## config.mk

```make
export PLATFORM = sky130hd
export DESIGN_NAME = ncs_ctrl
export DESIGN_NICKNAME = d
export VERILOG_FILES = /design/src/rtl/core/ncs_pkg.sv /design/src/rtl/core/ncs_ctrl.sv
export SDC_FILE = /design/constraint.sdc
export NUM_CORES = 1
export LEC_CHECK = 0
export BUFFER_PORTS_ARGS = -buffer_cell sky130_fd_sc_hd__clkbuf_2
export CAP_MARGIN = 30
export CORE_AREA = 2 2 39 41
export CTS_BUF_LIST = sky130_fd_sc_hd__clkbuf_16
export CTS_CLUSTER_SIZE = 28
export DETAILED_ROUTE_END_ITERATION = 8
export DIE_AREA = 0 0 41 43
export PLACE_DENSITY = 0.33
export REMOVE_ABC_BUFFERS = 1
export SLEW_MARGIN = 10
export SYNTH_ARGS = -nofsm -noshare
export SYNTH_HDL_FRONTEND = slang
export SYNTH_SLANG_ARGS = --single-unit
export TNS_END_PERCENT = 1
```

## constraint.sdc

```tcl
create_clock -name clk -period 1.6 [get_ports clk]
set_input_delay 0.08 -clock clk [delete_from_list [all_inputs] [get_ports clk]]
set_output_delay 0.08 -clock clk [all_outputs]
set_load 0.1 [all_outputs]
```

## src/rtl/core/ncs_pkg.sv

```systemverilog
// Shared constants, register codes and control types of the nearest-centroid search.
package ncs_pkg;

  // Fixed field widths of the streaming items
  localparam int NUM_COORDS = 8;
  localparam int FIELD_W    = 16;
  localparam int INDEX_W    = 8;
  localparam int DIST_W     = 35;
  localparam int CCOUNT_W   = 9;
  localparam int DCOUNT_W   = 4;
  localparam int S_TDATA_W  = 136;
  localparam int M_TDATA_W  = 48;

  // Defaults of the top-level parameters
  localparam int DEF_MAX_CENTROIDS = 256;
  localparam int DEF_MAX_DIMS      = 8;
  localparam int DEF_COORD_BITS    = 16;

  // Register indexes, taken from address bit 2
  localparam logic REG_CENTROID_COUNT  = 1'b0;
  localparam logic REG_DIMENSION_COUNT = 1'b1;

  // Item kinds carried on tuser
  localparam logic FUNC_WRITE    = 1'b0;
  localparam logic FUNC_CLASSIFY = 1'b1;

  // Commands from the controller to the datapath
  typedef struct packed {
    logic start;
    logic write;
    logic issue;
    logic load_out;
  } ncs_cmd_t;

  // Status from the datapath to the controller
  typedef struct packed {
    logic at_last;
    logic pipe_empty;
    logic out_free;
  } ncs_status_t;

endpackage

```

## src/rtl/core/ncs_ctrl.sv

```systemverilog
// Controller state machine that sequences centroid writes and the classify walk.
module ncs_ctrl
  import ncs_pkg::*;
(
  input  logic        clk,
  input  logic        rst,
  input  logic        in_valid,
  input  logic        in_func,
  output logic        in_ready,
  input  ncs_status_t status,
  output ncs_cmd_t    cmd
);

  localparam logic [1:0] S_IDLE  = 2'd0;
  localparam logic [1:0] S_WALK  = 2'd1;
  localparam logic [1:0] S_DRAIN = 2'd2;

  logic [1:0] state;
  logic [1:0] state_next;

  // Next state and command decode
  always_comb begin
    state_next   = state;
    cmd          = '0;
    in_ready     = 1'b0;
    unique case (state)
      S_IDLE: begin
        in_ready = 1'b1;
        if (in_valid) begin
          if (in_func == FUNC_CLASSIFY) begin
            cmd.start  = 1'b1;
            state_next = S_WALK;
          end else begin
            cmd.write = 1'b1;
          end
        end
      end
      S_WALK: begin
        cmd.issue = 1'b1;
        if (status.at_last) begin
          state_next = S_DRAIN;
        end
      end
      S_DRAIN: begin
        if (status.pipe_empty && status.out_free) begin
          cmd.load_out = 1'b1;
          state_next   = S_IDLE;
        end
      end
      default: begin
        state_next = S_IDLE;
      end
    endcase
  end

  // State register
  always_ff @(posedge clk) begin
    if (rst) begin
      state <= S_IDLE;
    end else begin
      state <= state_next;
    end
  end

endmodule

```

# Word-level counts from Yosys, hierarchy flattened
# Index checks and enable logic that the tools add are counted.
word_totals:
  regBits: 2
  input_bits: 7
  wordCells: 23
op_classes:
  n_eq_ne: 6
  mux: 13
  reduce_logical: 3
ops:
  columns: ["op", "count"]
  rows:
  - ["$mux 2", 6]
  - ["$ne 2x2->1 const B", 4]
  - ["$mux 1", 6]
  - ["$pmux 2 s3", 1]
  - ["$reduce_and 4->1", 1]
  - ["$eq 2x1->1 const B", 1]
  - ["$eq 2x2->1 const B", 1]
  - ["$logic_not 2->1", 1]
  - ["$logic_and 1x1->1", 1]

# Depth between registers and ports, before layout
depth:
  word_depth: 3
  depth_mapped: 3

# Worst setup path before layout
# Ideal clock, no wire load.
synth_timing:
  path_type: "register to output"
  startpoint: "register state[1]"
  endpoint: "output port cmd[2] in the netlist's numbering"
  arrival_ns: 3.082
  required_ns: 1.520
  setup_slack_ns: -1.562
  path_stages_with_launch: 4
  path_buffers: 0
  cell_sequence: "dfxtp_1 > nor2_1 > nand2_1 > nor2_1"
synth_lines:
  columns: ["item", "line_no", "rtl"]
  rows:
  - ["from (decl)", "ncs_ctrl.sv:18", "logic [1:0] state;"]
  - ["from (signal assigned)", "ncs_ctrl.sv:61", "state <= state_next;"]
  - ["to (decl)", "ncs_ctrl.sv:11", "output ncs_cmd_t cmd"]

==> flow_metrics.tcl <==
set metrics [dict create \
    nNetsFinal 37 \
    crit_path_top_delay_cell "clkbuf_2" \
    final.setup.worst_slack_ns 0.2335 \
    period_minus_slack_ns 1.366 \
    via_count 157 \
    worst_setup_path_end_kind "output pin" \
    min_path_type "primary input to flop" \
    yosys.cell_count.top_type "nor2_1" \
    grt_antenna_before_repair 0 \
    cts_max_path_buffers 2 \
    required_ns 1.52 \
    grt_usage_pct 5.606 \
    largest_reg_flops 2 \
    ios 12 \
    fin_setup_tns_ns 0 \
    synth.area.top_cells "dfxtp_1, mux2_2, nor2_1, and4b_1, nor3_2" \
    synthFlopType "dfxtp_1" \
    wl_per_cell_um 9.545 \
    grt_pass1_wl_um 565 \
    syn2layout_area_growth_pct 131.9 \
    fp-row-count 14 \
    port-buffer-count 11 \
    yosysWarnings 0 \
    placed_cell_area_sq_um 197.7 \
    final-setup-viol-count 0 \
    drive_above_1_share_pct 60.71 \
    top_regs "state: 2 flops" \
    drtIter0Drc 2 \
    core-area_sq_um 1384 \
    dieWidth_um 41 \
    grt_pass1_vias 152 \
    vias_per_cell 3.568 \
    wirelength_um 420 \
    p_leak_nw 0.1359 \
    cts.reportedPaths.clkPinSlew_ns 0.03 \
    place_hpwl_um 337.3 \
    fmax_mhz 731.8 \
    crit_chain "and4b_1 -> clkbuf_2" \
    post-place-ws_ns 0.4618 \
    ys_types 10 \
    start_util_pct 8.499 \
    firstDrtPassIters 2 \
    hold_violations 0 \
    grt_overflow_total 0 \
    instances_no_fill 44 \
    relSlewSlack_pct 64.14 \
    num_antenna_cells 0 \
    cts_tree "yes" \
    final_area_sq_um 272.8 \
    status "finished clean" \
    peakVddDrop_mv 0.4113 \
    cts_resized 0 \
    ys_ff_latch 2 \
    slew_viol_final 0 \
    place_inst 41 \
    synth_edf_count 0 \
    regMostFlops "state" \
    ctsHoldBuffers 0 \
    maxCapViolCount 0 \
    worstPathArrival_ns 1.29 \
    p_total_mw 0.5167 \
    path_max_fanout 5 \
    fin_skew_ns 0.0009921 \
    final-seq-area_sq_um 40.04 \
    htree_levels 1 \
    yosysTopAreaCell "dfxtp_1" \
    synthDominantCellAreaShare_pct 34.04 \
    gp_congestion 0.4769 \
    cts-root-buf "clkbuf_16" \
    postRouteAntennaNets 0 \
    drc 0 \
    synthCells 14 \
    worstMarginPinSlew_ns 0.5402 \
    fillers 164 \
    post_cts_buffers 0 \
    synthArstFlopShare_pct 0 \
    ys_seq_area_share_pct 34.04 \
    grt_max_degree 6 \
    power.density_nw_per_um2 1894 \
    numClockSinks 2 \
    syn_avg_cell_area_sq_um 8.401 \
    multi_input_area_sq_um 77.57 \
    worst_path_largest_cell_delay_ns 0.45 \
    setup.worst_path.start_class "flop" \
    timing.final.crit_share_pct 85.41 \
    rsz0062_at_grt "no" \
    path_class "flop to output pin" \
    clk_latency_ns 0.22 \
    cts_inserted_buffers 3 \
    synth_commonest_cells "nor2_1, dfxtp_1, nand2_1" \
    fp.dieH_um 43 \
    syn-cell-area_sq_um 117.6 \
    die_area_sq_um 1763 \
]
final timing paths:
check                              start  endpoint  slack [ns]  cells after the start
worst min register to register  state[1]  state[0]        0.51                      1
worst max register to register  state[0]  state[0]        0.70                      2
worst min-delay path                 rst  state[0]        0.05                      2
worst max-delay path            state[1]    cmd[0]        0.23                      2
layout by cell type, fill, tap and decap left out:
cell type  n
clkbuf_2   9
nor2_1     3
clkbuf_16  3
nand2_1    2
buf_4      2
dfxtp_1    2
nor2b_2    1
and4b_1    1
and3_1     1
mux2_2     1
nor3_2     1
a21oi_1    1
a22oi_1    1
report_power, final:
part	internal [mW]	switching, mW
Combinational	0.0193	0.0665
Sequential	0.0527	0.00288
Clock	0.318	0.0573
cell type report:
cell class	instances	area share [%]
multi-input cells	12	28.44
clock buffers	3	27.52
well taps	16	7.339
flip-flops and latches	2	14.68
repair buffers	11	22.02
critical path: cells and delay by family, from the launching register on:
family	cells	cell delay, ns
and+or+nand+nor	1	0.22
DFF	1	0.39
buffers and inverters	1	0.45
layer usage:
layer / part of all wire, % / global-route usage [%] / up-vias / wire length [um]
met5: 0 / 0 / - / 0
met1: 51 / 7.006 / 60 / 213
met3: 16 / 3.141 / 4 / 66
met4: 5.2 / 8.000 / 0 / 22
met2: 28 / 5.000 / 14 / 117
li1: - / - / 79 / -
stage by stage:
step / utilization (%) / hold slack (ns)
global placement: 14.29 / 0.2787
global route: 19.71 / 0.07108
CTS: 19.71 / 0.05404
finish: 19.71 / 0.04925
floorplan: - / 0.1503
detailed placement: 14.29 / 0.2805
cell families (layout without fill, tap and decap cells):
family,after synthesis,in the layout,synth area share [%]
muxes,1,1,9.574
and+or+nand+nor,9,9,45.75
DFF,2,2,34.04
buffers and inverters,0,14,0
AOI/OAI and AO/OA,2,2,10.64
(Power assumes the default switching activity.)
